## src/rtl/midpoint_circle_rasterizer_assert.svh

```systemverilog
// Assertion macros used by the circle rasterizer top level.
`ifndef MIDPOINT_CIRCLE_RASTERIZER_ASSERT_SVH
`define MIDPOINT_CIRCLE_RASTERIZER_ASSERT_SVH

// Condition must hold in the same cycle as the trigger.
`define MCR_ASSERT_NOW(label, trig, cond, msg) \
    label: assert property (@(posedge i_clk) disable iff (!i_rst_n) \
        (trig) |-> (cond)) else $error(msg);

// Condition must hold in the cycle after the trigger.
`define MCR_ASSERT_NEXT(label, trig, cond, msg) \
    label: assert property (@(posedge i_clk) disable iff (!i_rst_n) \
        (trig) |=> (cond)) else $error(msg);

`endif

```

## src/rtl/mcr_pkg.sv

```systemverilog
// Shared types and constants of the circle rasterizer.
`default_nettype none
package mcr_pkg;

    localparam int X_W   = 11;
    localparam int D_W   = 16;
    localparam int C_W   = 12;
    localparam int COL_W = 24;
    localparam int R_W   = 10;
    localparam int P_W   = 13;
    localparam int PT_W  = 14;
    localparam int IDX_W = 3;

    localparam logic [IDX_W-1:0] IDX_LAST = 3'd7;

    localparam logic ACT_START = 1'b0;
    localparam logic ACT_STEP  = 1'b1;

    // One word of work for the point emitter.
    typedef struct packed {
        logic                    empty;
        logic        [X_W-1:0]   x;
        logic signed [X_W-1:0]   y;
        logic signed [C_W-1:0]   cx;
        logic signed [C_W-1:0]   cy;
        logic        [COL_W-1:0] color;
        logic                    more;
    } t_job;

    typedef struct packed {
        logic             busy;
        logic [IDX_W-1:0] idx;
    } t_emit_stat;

endpackage
`default_nettype wire

```

## src/rtl/midpoint_circle_rasterizer.sv

```systemverilog
// Midpoint circle rasterizer: top level.
//
// Input channel (i_valid / o_stall): a word with action 0 starts a circle from
// its center, radius and color; action 1 advances the running circle one step.
// Output channel (o_valid / i_stall): one pixel word per cycle while i_stall is
// low and a job is held. A start or a live step gives eight mirrored points, the
// last flagged by o_last_of_item; a step with no live circle gives one all-zero
// word with o_last_of_item set. A word is held in the job register, and its
// points leave through the single output register, one point per cycle while
// i_stall is low. The next word is taken in the cycle the last point of the
// previous one leaves the job register, so points stream without gaps.
// Reset clears the circle state and empties the job and output registers.
// While i_stall is high the output word holds, the job stops advancing and
// o_stall rises once the job register is full.
`default_nettype none
`include "midpoint_circle_rasterizer_assert.svh"
module midpoint_circle_rasterizer
    import mcr_pkg::*;
#(
    parameter int SCREEN_W = 512,
    parameter int SCREEN_H = 256
) (
    input  wire logic                    i_clk,
    input  wire logic                    i_rst_n,
    input  wire logic                    i_valid,
    output logic                         o_stall,
    input  wire logic                    i_action,
    input  wire logic signed [C_W-1:0]   i_center_x,
    input  wire logic signed [C_W-1:0]   i_center_y,
    input  wire logic        [R_W-1:0]   i_radius,
    input  wire logic        [COL_W-1:0] i_color,
    output logic                         o_valid,
    input  wire logic                    i_stall,
    output logic signed [P_W-1:0]        o_pixel_x,
    output logic signed [P_W-1:0]        o_pixel_y,
    output logic        [COL_W-1:0]      o_pixel_color,
    output logic                         o_on_screen,
    output logic                         o_last_of_item,
    output logic                         o_more_steps
);

    t_job       job;
    t_emit_stat stat;
    logic       load_ok;
    logic       accept;

    assign o_stall = !load_ok;
    assign accept  = i_valid && load_ok;

    mcr_step u_step (
        .i_clk      (i_clk),
        .i_rst_n    (i_rst_n),
        .i_accept   (accept),
        .i_action   (i_action),
        .i_center_x (i_center_x),
        .i_center_y (i_center_y),
        .i_radius   (i_radius),
        .i_color    (i_color),
        .o_job      (job)
    );

    mcr_emit #(
        .SCREEN_W (SCREEN_W),
        .SCREEN_H (SCREEN_H)
    ) u_emit (
        .i_clk          (i_clk),
        .i_rst_n        (i_rst_n),
        .i_load         (accept),
        .i_job          (job),
        .o_load_ok      (load_ok),
        .o_stat         (stat),
        .o_valid        (o_valid),
        .i_stall        (i_stall),
        .o_pixel_x      (o_pixel_x),
        .o_pixel_y      (o_pixel_y),
        .o_pixel_color  (o_pixel_color),
        .o_on_screen    (o_on_screen),
        .o_last_of_item (o_last_of_item),
        .o_more_steps   (o_more_steps)
    );

    `MCR_ASSERT_NEXT(a_accept_loads_job, accept, stat.busy && stat.idx == '0, "accepted word did not load the job register")
    `MCR_ASSERT_NOW(a_mid_point_has_job, o_valid && !o_last_of_item, stat.busy, "point word shown without a job to finish it")
    `MCR_ASSERT_NOW(a_idle_takes_input, !stat.busy, !o_stall, "idle emitter stalls the input")

endmodule
`default_nettype wire

```

## src/rtl/mcr_step.sv

```systemverilog
// Circle state registers and the midpoint update for one accepted word.
`default_nettype none
module mcr_step
    import mcr_pkg::*;
(
    input  wire logic                    i_clk,
    input  wire logic                    i_rst_n,
    input  wire logic                    i_accept,
    input  wire logic                    i_action,
    input  wire logic signed [C_W-1:0]   i_center_x,
    input  wire logic signed [C_W-1:0]   i_center_y,
    input  wire logic        [R_W-1:0]   i_radius,
    input  wire logic        [COL_W-1:0] i_color,
    output t_job                         o_job
);

    logic                    r_active;
    logic        [X_W-1:0]   r_x;
    logic signed [X_W-1:0]   r_y;
    logic signed [D_W-1:0]   r_d;
    logic signed [C_W-1:0]   r_cx;
    logic signed [C_W-1:0]   r_cy;
    logic        [COL_W-1:0] r_color;

    logic                    n_active;
    logic        [X_W-1:0]   n_x;
    logic signed [X_W-1:0]   n_y;
    logic signed [D_W-1:0]   n_d;
    logic signed [C_W-1:0]   n_cx;
    logic signed [C_W-1:0]   n_cy;
    logic        [COL_W-1:0] n_color;

    logic                    finished;
    logic        [X_W-1:0]   x_inc;
    logic signed [X_W-1:0]   y_dec;
    logic        [D_W-1:0]   x_inc_w;
    logic        [D_W-1:0]   diff_w;
    logic                    empty;

    assign finished = $signed({r_y[X_W-1], r_y}) < $signed({1'b0, r_x});
    assign x_inc    = r_x + X_W'(1);
    assign y_dec    = r_y - X_W'(1);
    assign x_inc_w  = {{(D_W-X_W){1'b0}}, x_inc};
    assign diff_w   = x_inc_w - {{(D_W-X_W){y_dec[X_W-1]}}, y_dec};

    always_comb begin
        n_active = r_active;
        n_x      = r_x;
        n_y      = r_y;
        n_d      = r_d;
        n_cx     = r_cx;
        n_cy     = r_cy;
        n_color  = r_color;
        empty    = 1'b0;
        if (i_action == ACT_START) begin
            n_active = 1'b1;
            n_x      = '0;
            n_y      = $signed({1'b0, i_radius});
            n_d      = $signed(D_W'(3) - {{(D_W-R_W-1){1'b0}}, i_radius, 1'b0});
            n_cx     = i_center_x;
            n_cy     = i_center_y;
            n_color  = i_color;
        end else if (!r_active || finished) begin
            n_active = 1'b0;
            empty    = 1'b1;
        end else begin
            n_x = x_inc;
            if (r_d > 0) begin
                n_y = y_dec;
                n_d = $signed(r_d + D_W'({diff_w, 2'b00}) + D_W'(10));
            end else begin
                n_d = $signed(r_d + D_W'({x_inc_w, 2'b00}) + D_W'(6));
            end
        end
    end

    always_comb begin
        o_job.empty = empty;
        o_job.x     = n_x;
        o_job.y     = n_y;
        o_job.cx    = n_cx;
        o_job.cy    = n_cy;
        o_job.color = n_color;
        o_job.more  = $signed({n_y[X_W-1], n_y}) >= $signed({1'b0, n_x});
    end

    always_ff @(posedge i_clk) begin
        if (!i_rst_n) begin
            r_active <= 1'b0;
            r_x      <= '0;
            r_y      <= '0;
            r_d      <= '0;
            r_cx     <= '0;
            r_cy     <= '0;
            r_color  <= '0;
        end else if (i_accept) begin
            r_active <= n_active;
            r_x      <= n_x;
            r_y      <= n_y;
            r_d      <= n_d;
            r_cx     <= n_cx;
            r_cy     <= n_cy;
            r_color  <= n_color;
        end
    end

endmodule
`default_nettype wire

```

## src/rtl/mcr_emit.sv

```systemverilog
// Job register, octant point generation, clipping and the output register.
`default_nettype none
module mcr_emit
    import mcr_pkg::*;
#(
    parameter int SCREEN_W = 512,
    parameter int SCREEN_H = 256
) (
    input  wire logic                    i_clk,
    input  wire logic                    i_rst_n,
    input  wire logic                    i_load,
    input  t_job                         i_job,
    output logic                         o_load_ok,
    output t_emit_stat                   o_stat,
    output logic                         o_valid,
    input  wire logic                    i_stall,
    output logic signed [P_W-1:0]        o_pixel_x,
    output logic signed [P_W-1:0]        o_pixel_y,
    output logic        [COL_W-1:0]      o_pixel_color,
    output logic                         o_on_screen,
    output logic                         o_last_of_item,
    output logic                         o_more_steps
);

    t_job             r_job;
    logic             r_busy;
    logic [IDX_W-1:0] r_idx;
    logic             r_valid;

    logic                   can_adv;
    logic                   last_pt;
    logic                   job_done;
    logic signed [PT_W-1:0] xa;
    logic signed [PT_W-1:0] yb;
    logic signed [PT_W-1:0] oa;
    logic signed [PT_W-1:0] ob;
    logic signed [PT_W-1:0] px;
    logic signed [PT_W-1:0] py;
    logic                   on;

    assign can_adv   = !r_valid || !i_stall;
    assign last_pt   = r_job.empty || (r_idx == IDX_LAST);
    assign job_done  = r_busy && can_adv && last_pt;
    assign o_load_ok = !r_busy || job_done;
    assign o_valid   = r_valid;

    always_comb begin
        o_stat.busy = r_busy;
        o_stat.idx  = r_idx;
    end

    // Index bit 2 swaps the roles of x and y; bits 0 and 1 mirror each axis.
    always_comb begin
        xa = $signed({{(PT_W-X_W){1'b0}}, r_job.x});
        yb = $signed({{(PT_W-X_W){r_job.y[X_W-1]}}, r_job.y});
        oa = r_idx[2] ? yb : xa;
        ob = r_idx[2] ? xa : yb;
        px = $signed({{(PT_W-C_W){r_job.cx[C_W-1]}}, r_job.cx}) + (r_idx[0] ? -oa : oa);
        py = $signed({{(PT_W-C_W){r_job.cy[C_W-1]}}, r_job.cy}) + (r_idx[1] ? -ob : ob);
        on = (px >= 0) && (px < $signed(PT_W'(SCREEN_W)))
            && (py >= 0) && (py < $signed(PT_W'(SCREEN_H)));
    end

    always_ff @(posedge i_clk) begin
        if (!i_rst_n) begin
            r_busy <= 1'b0;
            r_idx  <= '0;
        end else if (i_load) begin
            r_busy <= 1'b1;
            r_idx  <= '0;
        end else if (job_done) begin
            r_busy <= 1'b0;
        end else if (r_busy && can_adv) begin
            r_idx <= r_idx + IDX_W'(1);
        end
    end

    always_ff @(posedge i_clk) begin
        if (i_load) begin
            r_job <= i_job;
        end
    end

    always_ff @(posedge i_clk) begin
        if (!i_rst_n) begin
            r_valid <= 1'b0;
        end else if (can_adv) begin
            r_valid <= r_busy;
        end
    end

    always_ff @(posedge i_clk) begin
        if (can_adv && r_busy) begin
            o_last_of_item <= last_pt;
            if (r_job.empty) begin
                o_pixel_x     <= '0;
                o_pixel_y     <= '0;
                o_pixel_color <= '0;
                o_on_screen   <= 1'b0;
                o_more_steps  <= 1'b0;
            end else begin
                o_pixel_x     <= px[P_W-1:0];
                o_pixel_y     <= py[P_W-1:0];
                o_pixel_color <= r_job.color;
                o_on_screen   <= on;
                o_more_steps  <= r_job.more;
            end
        end
    end

endmodule
`default_nettype wire

```

## config.mk

```make
export PLATFORM = sky130hd
export DESIGN_NAME = midpoint_circle_rasterizer
export DESIGN_NICKNAME = d
export VERILOG_FILES = /design/src/rtl/mcr_pkg.sv /design/src/rtl/midpoint_circle_rasterizer.sv /design/src/rtl/mcr_step.sv /design/src/rtl/mcr_emit.sv
export VERILOG_INCLUDE_DIRS = /design/src /design/src/rtl
export SDC_FILE = /design/constraint.sdc
export NUM_CORES = 1
export LEC_CHECK = 0
export ABC_AREA = 0
export BUFFER_PORTS_ARGS = -buffer_cell sky130_fd_sc_hd__buf_2
export CAP_MARGIN = 20
export CORE_ASPECT_RATIO = 1.2
export CORE_MARGIN = 2
export CORE_UTILIZATION = 45
export DETAILED_ROUTE_END_ITERATION = 8
export PLACE_DENSITY = 0.69
export SYNTH_ARGS = -nofsm -noshare
export SYNTH_HDL_FRONTEND = slang
export SYNTH_SLANG_ARGS = --single-unit
```

## constraint.sdc

```tcl
create_clock -name i_clk -period 14.2 [get_ports i_clk]
set_input_delay 2.13 -clock i_clk [delete_from_list [all_inputs] [get_ports i_clk]]
set_output_delay 2.13 -clock i_clk [all_outputs]
set_load 0.05 [all_outputs]
```

# Word level (Yosys, flattened, before mapping)
# Cells that the tools add are included.
# totals
reg_bits	217
input_bits	63
out_inout_bits	55
wordCells	88
# op_classes
add_sub_neg	13
n_lt_le_gt_ge	7
eq_ne	3
muxes	20
n_bitwise	2
reduce_logical	20
# ops
cell	n
2-to-1 mux 14 bit	4
2-to-1 mux 11 bit	5
2-to-1 mux 16 bit	3
adder 12 x 14 -> 14 bit	2
greater-or-equal comparator 14 x 1 -> 1 bit, second input constant	2
negation 14 bit	2
2-to-1 mux 12 bit	2
2-to-1 mux 24 bit	1
adder 16 x 13 -> 16 bit	1
adder 16 bit	1
adder 16 x 3 -> 16 bit, second input constant	1
adder 16 x 4 -> 16 bit, second input constant	1
> comparator 16 x 1 -> 1 bit, second input constant	1
less-than comparator 14 x 10 -> 1 bit, second input constant	1
less-than comparator 14 x 11 -> 1 bit, second input constant	1
subtractor 12 x 11 -> 13 bit	1
greater-or-equal comparator 11 x 12 -> 1 bit	1
less-than comparator 11 x 12 -> 1 bit	1
subtractor 2 x 11 -> 12 bit, first input constant	1
adder 11 x 1 -> 11 bit, second input constant	1
subtractor 11 x 2 -> 11 bit, second input constant	1
logical AND 1 bit	6
AND reduction 2 bit	3
logical NOT 1 bit	5
9 further kinds	17

# Depth between registers and ports, before layout
# Gate-level depths: netlist (run 1).
# logic_depth
depth_word	8
ltp_mapped	23
depth_no_buf	22

# By module
# A second synthesis (run 1) with hierarchy kept.
# hier_totals
cells_unflattened	1465
hier_area_um2	13942.1
# by_module_without_submodules
module	instances	cells_each	area_each_um2	seq_area_each_um2
mcr_step	1	941	7443.4	1741.7
mcr_emit	1	522	6488.7	3853.7
midpoint_circle_rasterizer	1	2	10.0	0.0

# Least setup slack after synthesis (run 1)
# No wires, ideal clock.
# synth_path
path_type	input to register
from	in i_stall
to	reg u_emit.r_job[0] in the netlist's numbering, enable pin
setup_time_ps	464
arrival_ps	5091
required_time_ps	13736
slack_ps	8644
cell_stages	6
path_buffers	2
cell_sequence	and2_1 -> o21ai_0 -> nand2_1 -> inv_1 -> clkbuf_1 -> clkbuf_1
# synth_between
elab_chain_cells	6
# synth_lines
element	line_no	rtl
from (decl)	midpoint_circle_rasterizer.sv:33	input wire logic i_stall,
logical NOT 1 bit	mcr_emit.sv:41	assign can_adv = !r_valid || !i_stall;
logical OR 1 bit	mcr_emit.sv:41	
logical AND 1 bit (2 in series)	mcr_emit.sv:43	assign job_done = r_busy && can_adv && last_pt;
logical OR 1 bit	mcr_emit.sv:44	assign o_load_ok = !r_busy || job_done;
logical AND 1 bit	midpoint_circle_rasterizer.sv:48	assign accept = i_valid && load_ok;
named net accept	midpoint_circle_rasterizer.sv:45	logic accept;
to (signal assigned)	mcr_emit.sv:80	r_job <= i_job;
to (decl)	mcr_emit.sv:25	t_job r_job;
# The timed path passes the listed nets, and every way through them passes these cells.
# A chain may end at the register's enable or synchronous reset.

# Worst setup path after layout (run 1)
# layout_path
from	reg u_step.r_y[0]
to	reg u_step.r_d[15]
# layout_between
elab_chain_cells	7
elab_cells_between_ends	11
cone_classes	add/sub (4); order compare (1); eq/ne (1); mux (3); reduce/logical (2)
# layout_lines
element	line_no	rtl
from (decl)	mcr_step.sv:19	logic signed [X_W-1:0] r_y;
from (signal assigned)	mcr_step.sv:99	r_y <= n_y;
subtractor 11 x 2 -> 11 bit	mcr_step.sv:42	assign y_dec = r_y - X_W'(1);
subtractor 12 x 11 -> 13 bit	mcr_step.sv:44	assign diff_w = x_inc_w - {{(D_W-X_W){y_dec[X_W-1]}}, y_dec};
adder 16 bit	mcr_step.sv:70	n_d = $signed(r_d + D_W'({diff_w, 2'b00}) + D_W'(10));
adder 16 x 4 -> 16 bit	mcr_step.sv:70	
2-to-1 mux 16 bit	mcr_step.sv:68	if (r_d > 0) begin
2-to-1 mux 16 bit	mcr_step.sv:63	end else if (!r_active || finished) begin
2-to-1 mux 16 bit	mcr_step.sv:55	if (i_action == ACT_START) begin
to (signal assigned)	mcr_step.sv:100	r_d <= n_d;
to (decl)	mcr_step.sv:20	logic signed [D_W-1:0] r_d;
# Several ways; a longest one is shown, not always the timed one. The select of a mux whose other input is x is not followed.

==> run summary, run 1 <==
vias per cell - 5.42
FF-to-FF path depth - 19
Root Buffer - clkbuf_16
top post-synthesis cells by count - nand2_1 (180), edfxtp_1 (125), ha_1 (113)
DP HPWL - 22600 um
reg-to-reg critical path endpoint - u_step.r_d[15]
area of the die - 32100 um^2
leading area contributor after synthesis - edfxtp_1
Routed Antenna Nets - 0
Clock Pin Slew Worst Setup and Hold Paths - 60 ps
Synth Register Bits - 217
crit path time final - 5240 ps
RePlAce Congestion - 0.904
chip height - 196 um
Min-Delay Path Depth - 2
worst-case clock buffer depth - 3
Worst Hold Path EP - u_step.r_cx[5]
Largest stage delay, worst path - 620 ps
CTS hold repair buffers - 0
Crit path required time - 14590 ps
FFs w/ async S/R, synth - 0%
Fmax - 191 MHz
total number of vias - 10600
Pwr Total - 1.93 mW
Mapped Area - 13800 um^2
count of final setup violators - 0
Sink Count - 217
Post-CTS Repair Setup Buffers - 0
Max-slew headroom - 34.1%
Worst Path Max Fanout - 11
Worst Skew - 13.1 ps
endpoints failing hold - 0
gr usage total - 19.4%
status - finished clean
Worst Setup SP - u_step.r_y[0]
Worst Hold Class - reg2reg
Max Slew Vio Count - 0
critical path arrival - 5630 ps
CP Cell Sequence - inv_1 -> ha_1 -> nor3b_1 -> nand3_1 -> or3_1 -> xnor2_1 -> inv_1 -> ha_1 -> nor3_1 -> a21oi_1 -> o311ai_1 -> ha_1 -> ha_1 -> or2_2 -> a21oi_1 -> a21oi_1 -> xnor2_1 -> xnor2_1 -> o22ai_1
Area Overhead vs Synth - 12.5%
synth warn - 0
WS Path Type - reg2reg
Layout Nets - 1716
RSZ-0062 raised after global routing - false
synth top area cells - edfxtp_1 (27%), dfxtp_1 (13%), ha_1 (10%)
CTS tree - built
n_diodes - 0
Sum Neg Setup Slack - 0 ps
Starting Density - 45.6%
DRT Wirelength - 31100 um
critical path launch point type - register
Core Util, Final - 51.3%
period utilization - 36.9%
post-synthesis average cell area - 9.52 um^2
Post-Syn Instances - 1450
Max VDD drop - 0.108 mV
CP most frequent cell - ha_1
I/O Pins - 118
CP Capture Type - register
H-tree depth - 1
Pwr Density - 124 nW/um^2
share of Yosys cell area claimed by the top area cell type - 27.2%
layout cells sized above 1 - 16.2%
Die W - 164 um
initial DRC count - 490
r2r startpoint - u_step.r_y[0]
initial antenna violation count - 0
routed len/inst - 15.9 um
Seq/Total Area, Yosys - 40.5%
DRT Pass-1 Iters - 5
CTS Buf Count - 24
Post-CTS Resized - 0
FF-to-FF setup slack - 8960 ps
largest net degree at the start of global routing - 94
slew of the pin with the lowest slew margin - 982 ps
GRT overflow - 0
vias in the first global route - 10300
top-count cell post-synth - nand2_1
row cnt - 70
DRC errors left - 0
Synth Flop Type - edfxtp_1
Syn Nets - 1631
distinct cell type count after synthesis - 69
Fill cells - 2791
Max Cap Violations - 0
first-pass GRT wire length - 50700 um
Worst Hold Launch - u_step.r_cx[5]
Slowest cell on crit path - xnor2_1
I/O Buffers - 117
Core ar. - 30300 um^2
Clock Latency Late Sink - 510 ps
Leak - 6.33 nW
EDFF count, synth - 125
## cell type report
cell class | instances | area, um^2 | area share (%)
clock inverter | 16 | 166 | 1.07
inverter | 71 | 269 | 1.73
clock buffer | 28 | 657 | 4.23
timing repair buffer | 127 | 663 | 4.27
sequential | 217 | 5600 | 36.0
multi-input combinational | 1094 | 7690 | 49.5
tap | 396 | 495 | 3.19
## logic make-up after synthesis
kind of cell             after synthesis  synth area share [%]
AO/OA/AOI/OAI                        326                  15.7
XOR/XNOR                             109                  6.91
adder cells (fa/ha/maj)              118                  11.0
buffers and inverters                139                  3.83
flip-flops                           217                  40.5
multiplexers                          78                  6.15
AND/OR/NAND/NOR                      463                  15.9
## state kept, by name, summed over array words and instances (netlist names), 3 cells and up
signal	count
u_emit.o_pixel_color	24
u_emit.o_pixel_x	13
u_emit.o_pixel_y	13
u_emit.r_idx	3
u_emit.r_job	72
u_step.r_color	24
u_step.r_cx	12
u_step.r_cy	12
u_step.r_d	16
u_step.r_x	11
u_step.r_y	11
## layout by cell type, fill, tap and decap left out, types with 25 or more instances in the layout
| cell | instances |
|---|---|
| nor3_1 | 44 |
| a21boi_0 | 59 |
| nor2_1 | 82 |
| xor2_1 | 48 |
| xnor2_1 | 61 |
| clkbuf_16 | 25 |
| dfxtp_1 | 91 |
| mux2_2 | 55 |
| inv_1 | 69 |
| ha_1 | 113 |
| a21oi_1 | 79 |
| nand2_1 | 179 |
| o21ai_0 | 56 |
| buf_2 | 116 |
| nor2b_1 | 46 |
| nand3_1 | 27 |
| edfxtp_1 | 125 |
## per-stage QoR
step / setup slack, ps / instances / instance area [um^2] / hold slack [ps]
after detailed placement: 8770 / 1905 / 14700 / 457
after global placement: 8860 / 1905 / 14700 / 447
after floorplan: 8640 / 1450 / 13800 / 440
final: 8960 / 1949 / 15500 / 462
after CTS: 8950 / 1949 / 15500 / 467
after global routing: 8440 / 1949 / 15500 / 488
## worst max path at each step
| stage | end | slack, ps | cells after the start |
|---|---|---|---|
| 4_1_cts | u_step.r_d[15] | 8950 | 19 |
| 2_1_floorplan | u_emit.r_job[0] | 8640 | 6 |
| 3_3_place_gp | u_step.r_y[9] | 8860 | 8 |
| 6_report | u_step.r_d[15] | 8960 | 19 |
| 5_1_grt | u_step.r_d[14] | 8440 | 21 |
| 3_5_place_dp | u_step.r_y[9] | 8770 | 8 |
## critical path: cells and delay by family (launching register included)
kind	cells	cell delay [ps]
xor+xnor	3	980
compound gates	5	520
fa+ha+maj	4	1240
buf+inv	2	280
simple gates	5	1750
flops	1	340
## power by group
part | internal, mW | leakage, nW | switching, mW
Combinational | 0.213 | 3.94 | 0.327
Clock | 0.387 | 0.412 | 0.253
Sequential | 0.722 | 1.98 | 0.0300
## per-layer routing
layer	GRT usage [%]	routed length, um	vias to the layer above
met1	24.0	13400	4936
met4	5.59	624	0
met3	1.99	1190	42
met5	0	0	-
met2	35.4	15800	217
li1	-	-	5362
(Power assumes the default switching activity.)
==> inputs of run 2 (changes only) <==
==> constraint.sdc (replaced) <==
create_clock -name i_clk -period 5.41 [get_ports i_clk]
set_input_delay 0.8115 -clock i_clk [delete_from_list [all_inputs] [get_ports i_clk]]
set_output_delay 0.8115 -clock i_clk [all_outputs]
set_load 0.05 [all_outputs]
==> run 2 against run 1 <==
Compared with the run above: maximum frequency increased by 5.3%; highest routed layer unchanged; clock power rose to 2.5 times the previous value; clock-buffer cell count grew 8; largest power group unchanged; global-route usage rose by 0.54 points; critical endpoint is now u_step.r_d[14]; largest cell class unchanged; power rose to 2.6 times the previous value.
==> run summary, run 2 (synthesis gave the netlist of run 1 again) <==
status - finished clean (unchanged)
endpoints failing hold - 0 (unchanged)
RePlAce Congestion - 0.906 (was 0.904)
Leak - 6.33 nW (about the same)
met1 usage - 24.7% (was 24.0%)
I/O Pins - 118 (unchanged)
vias in the first global route - 10400 (was 10300)
Int Power - 3.42 mW (was 1.32 mW)
H-tree depth - 1 (unchanged)
grt peak-use layer - met2 (unchanged)
initial antenna violation count - 0 (unchanged)
Clock power frac - 32.4% (was 33.1%)
gr usage total - 19.9% (was 19.4%)
DP HPWL - 23400 um (was 22600 um)
Net Sw Frac - 31.8% (was 31.6%)
Worst Hold Path EP - u_step.r_cx[11] (was u_step.r_cx[5])
Top reg by flops - u_emit.r_job (unchanged)
Max-slew headroom - 37.3% (was 34.1%)
FF-to-FF setup slack - 430 ps (was 8960 ps)
register area - 5600 um^2 (unchanged)
Sum Neg Setup Slack - 0 ps (unchanged)
Crit path required time - 5810 ps (was 14590 ps)
met2 GRT Util - 35.8% (was 35.4%)
Fmax - 201 MHz (was 191 MHz)
Worst Hold Class - reg2reg (unchanged)
vias per cell - 5.42 (about the same)
Core ar. - 30300 um^2 (unchanged)
crit path time final - 4980 ps (was 5240 ps)
DRT Pass-1 Iters - 5 (unchanged)
Min-Delay Path Depth - 2 (unchanged)
Die W - 164 um (unchanged)
DRC errors left - 0 (unchanged)
CP Capture Type - register (unchanged)
Root Buffer - clkbuf_16 (unchanged)
global routing met3 resource utilization - 2.14% (was 1.99%)
FF-to-FF path depth - 18 (was 19)
most frequent cells in the layout - nand2_1 (179), edfxtp_1 (125), buf_2 (116), ha_1 (113), dfxtp_1 (91) (unchanged)
critical path arrival - 5380 ps (was 5630 ps)
I/O Buffers - 117 (unchanged)
layout cells sized above 1 - 16.2% (about the same)
r2r startpoint - u_step.r_y[2] (was u_step.r_y[0])
Routed Antenna Nets - 0 (unchanged)
DRT Wirelength - 31700 um (was 31100 um)
most common cell after layout, fill and taps aside - nand2_1 (unchanged)
reg-to-reg critical path endpoint - u_step.r_d[14] (was u_step.r_d[15])
switching power - 1.60 mW (was 0.609 mW)
GRT overflow - 0 (unchanged)
multi-input logic area - 7690 um^2 (unchanged)
Fill cells - 2810 (was 2791)
period utilization - 92.1% (was 36.9%)
Clock Latency Late Sink - 520 ps (was 510 ps)
Max VDD drop - 0.191 mV (was 0.108 mV)
Sequential Power Share - 39.4% (was 38.9%)
Regs by FF count - u_emit.r_job x72, u_emit.o_pixel_color x24, u_step.r_color x24 (unchanged)
WS Path Type - reg2reg (unchanged)
initial DRC count - 555 (was 490)
Max Slew Vio Count - 0 (unchanged)
first-pass GRT wire length - 52000 um (was 50700 um)
total number of vias - 10600 (about the same)
chip height - 196 um (unchanged)
CTS tree - built (unchanged)
worst-case clock buffer depth - 3 (unchanged)
CTS hold repair buffers - 0 (unchanged)
Max Cap Violations - 0 (unchanged)
Worst Skew - 17.1 ps (was 13.1 ps)
Sink Count - 217 (unchanged)
Post-CTS Repair Setup Buffers - 0 (unchanged)
Pwr Density - 323 nW/um^2 (was 124 nW/um^2)
Area Overhead vs Synth - 12.6% (was 12.5%)
RSZ-0062 raised after global routing - false (unchanged)
slew of the pin with the lowest slew margin - 934 ps (was 982 ps)
n_diodes - 0 (unchanged)
Layout Nets - 1722 (was 1716)
Starting Density - 45.6% (unchanged)
combinational share of power - 28.1% (was 27.9%)
area of the die - 32100 um^2 (unchanged)
critical path launch point type - register (unchanged)
Clock Pin Slew Worst Setup and Hold Paths - 60 ps (about the same)
Worst Hold Launch - u_step.r_cx[11] (was u_step.r_cx[5])
Largest register FFs - 72 (unchanged)
Core Util, Final - 51.3% (about the same)
largest net degree at the start of global routing - 67 (was 94)
row cnt - 70 (unchanged)
count of final setup violators - 0 (unchanged)
CTS Buf Count - 24 (unchanged)
Worst Path Max Fanout - 8 (was 11)
routed len/inst - 16.2 um (was 15.9 um)
Post-CTS Resized - 0 (unchanged)
[run 2: changes by cell type in the layout (fill, tap and decap cells not counted), sizes merged]
cell | previous run | this run
clkbuf | 28 | 36
clkinv | 11 | 3
buf | 127 | 133
bufinv | 3 | 1
inv | 73 | 75
[run 2: layer usage]
layer,routed length (um),part of all wire (%)
met1,13500,43
met2,15900,50
met3,1320,4.2
met4,978,3.1
met5,0,0
[run 2: per-stage QoR]
stage	worst slack [ps]	total power, mW	hold slack, ps	instances	area (um^2)
after floorplan	858	3.09	440	1450	13800
after global placement	536	3.39	445	1911	14800
after detailed placement	470	3.42	453	1911	14800
after CTS	421	5.06	463	1955	15500
after global routing	50.6	5.31	482	1955	15500
final	430	5.01	458	1955	15500
[run 2: final cells by class]
type                            count  area share, %
Clock buffer                       36           4.56
Multi-Input combinational cell   1094           49.5
Tap cell                          396           3.19
Sequential cell                   217           36.0
Inverter                           71           1.73
Clock inverter                      8          0.515
Timing Repair Buffer              133           4.56
[run 2: worst max path at each step]
stage                              from        endpoint
after global routing      u_step.r_y[0]  u_step.r_d[14]
after detailed placement  u_step.r_y[2]  u_step.r_d[14]
after CTS                 u_step.r_y[2]  u_step.r_d[14]
after global placement    u_step.r_y[2]  u_step.r_d[14]
after floorplan           u_step.r_y[2]  u_step.r_d[14]
final                     u_step.r_y[2]  u_step.r_d[14]
[run 2: power groups by stage]
stage	sequential [mW]	combinational, mW	clock (mW)
final	1.98	1.41	1.63
after floorplan	2.10	0.999	0
after detailed placement	2.01	1.41	0
after global routing	1.99	1.58	1.74
after CTS	1.98	1.41	1.67
after global placement	2.01	1.39	0
[run 2: worst max-delay path, cell delays in order (launching register included)]
cell	delay (ps)
dfxtp_1	400
or4_4	530
or2_2	310
nor3_1	350
xnor2_1	210
ha_1	310
a21oi_1	170
o21ai_2	110
xor2_1	160
ha_1	290
ha_1	350
a21o_1	190
a21o_1	190
a2111oi_0	470
o31ai_1	190
xor2_1	170
nand3_1	110
a31oi_1	90
o221a_2	280
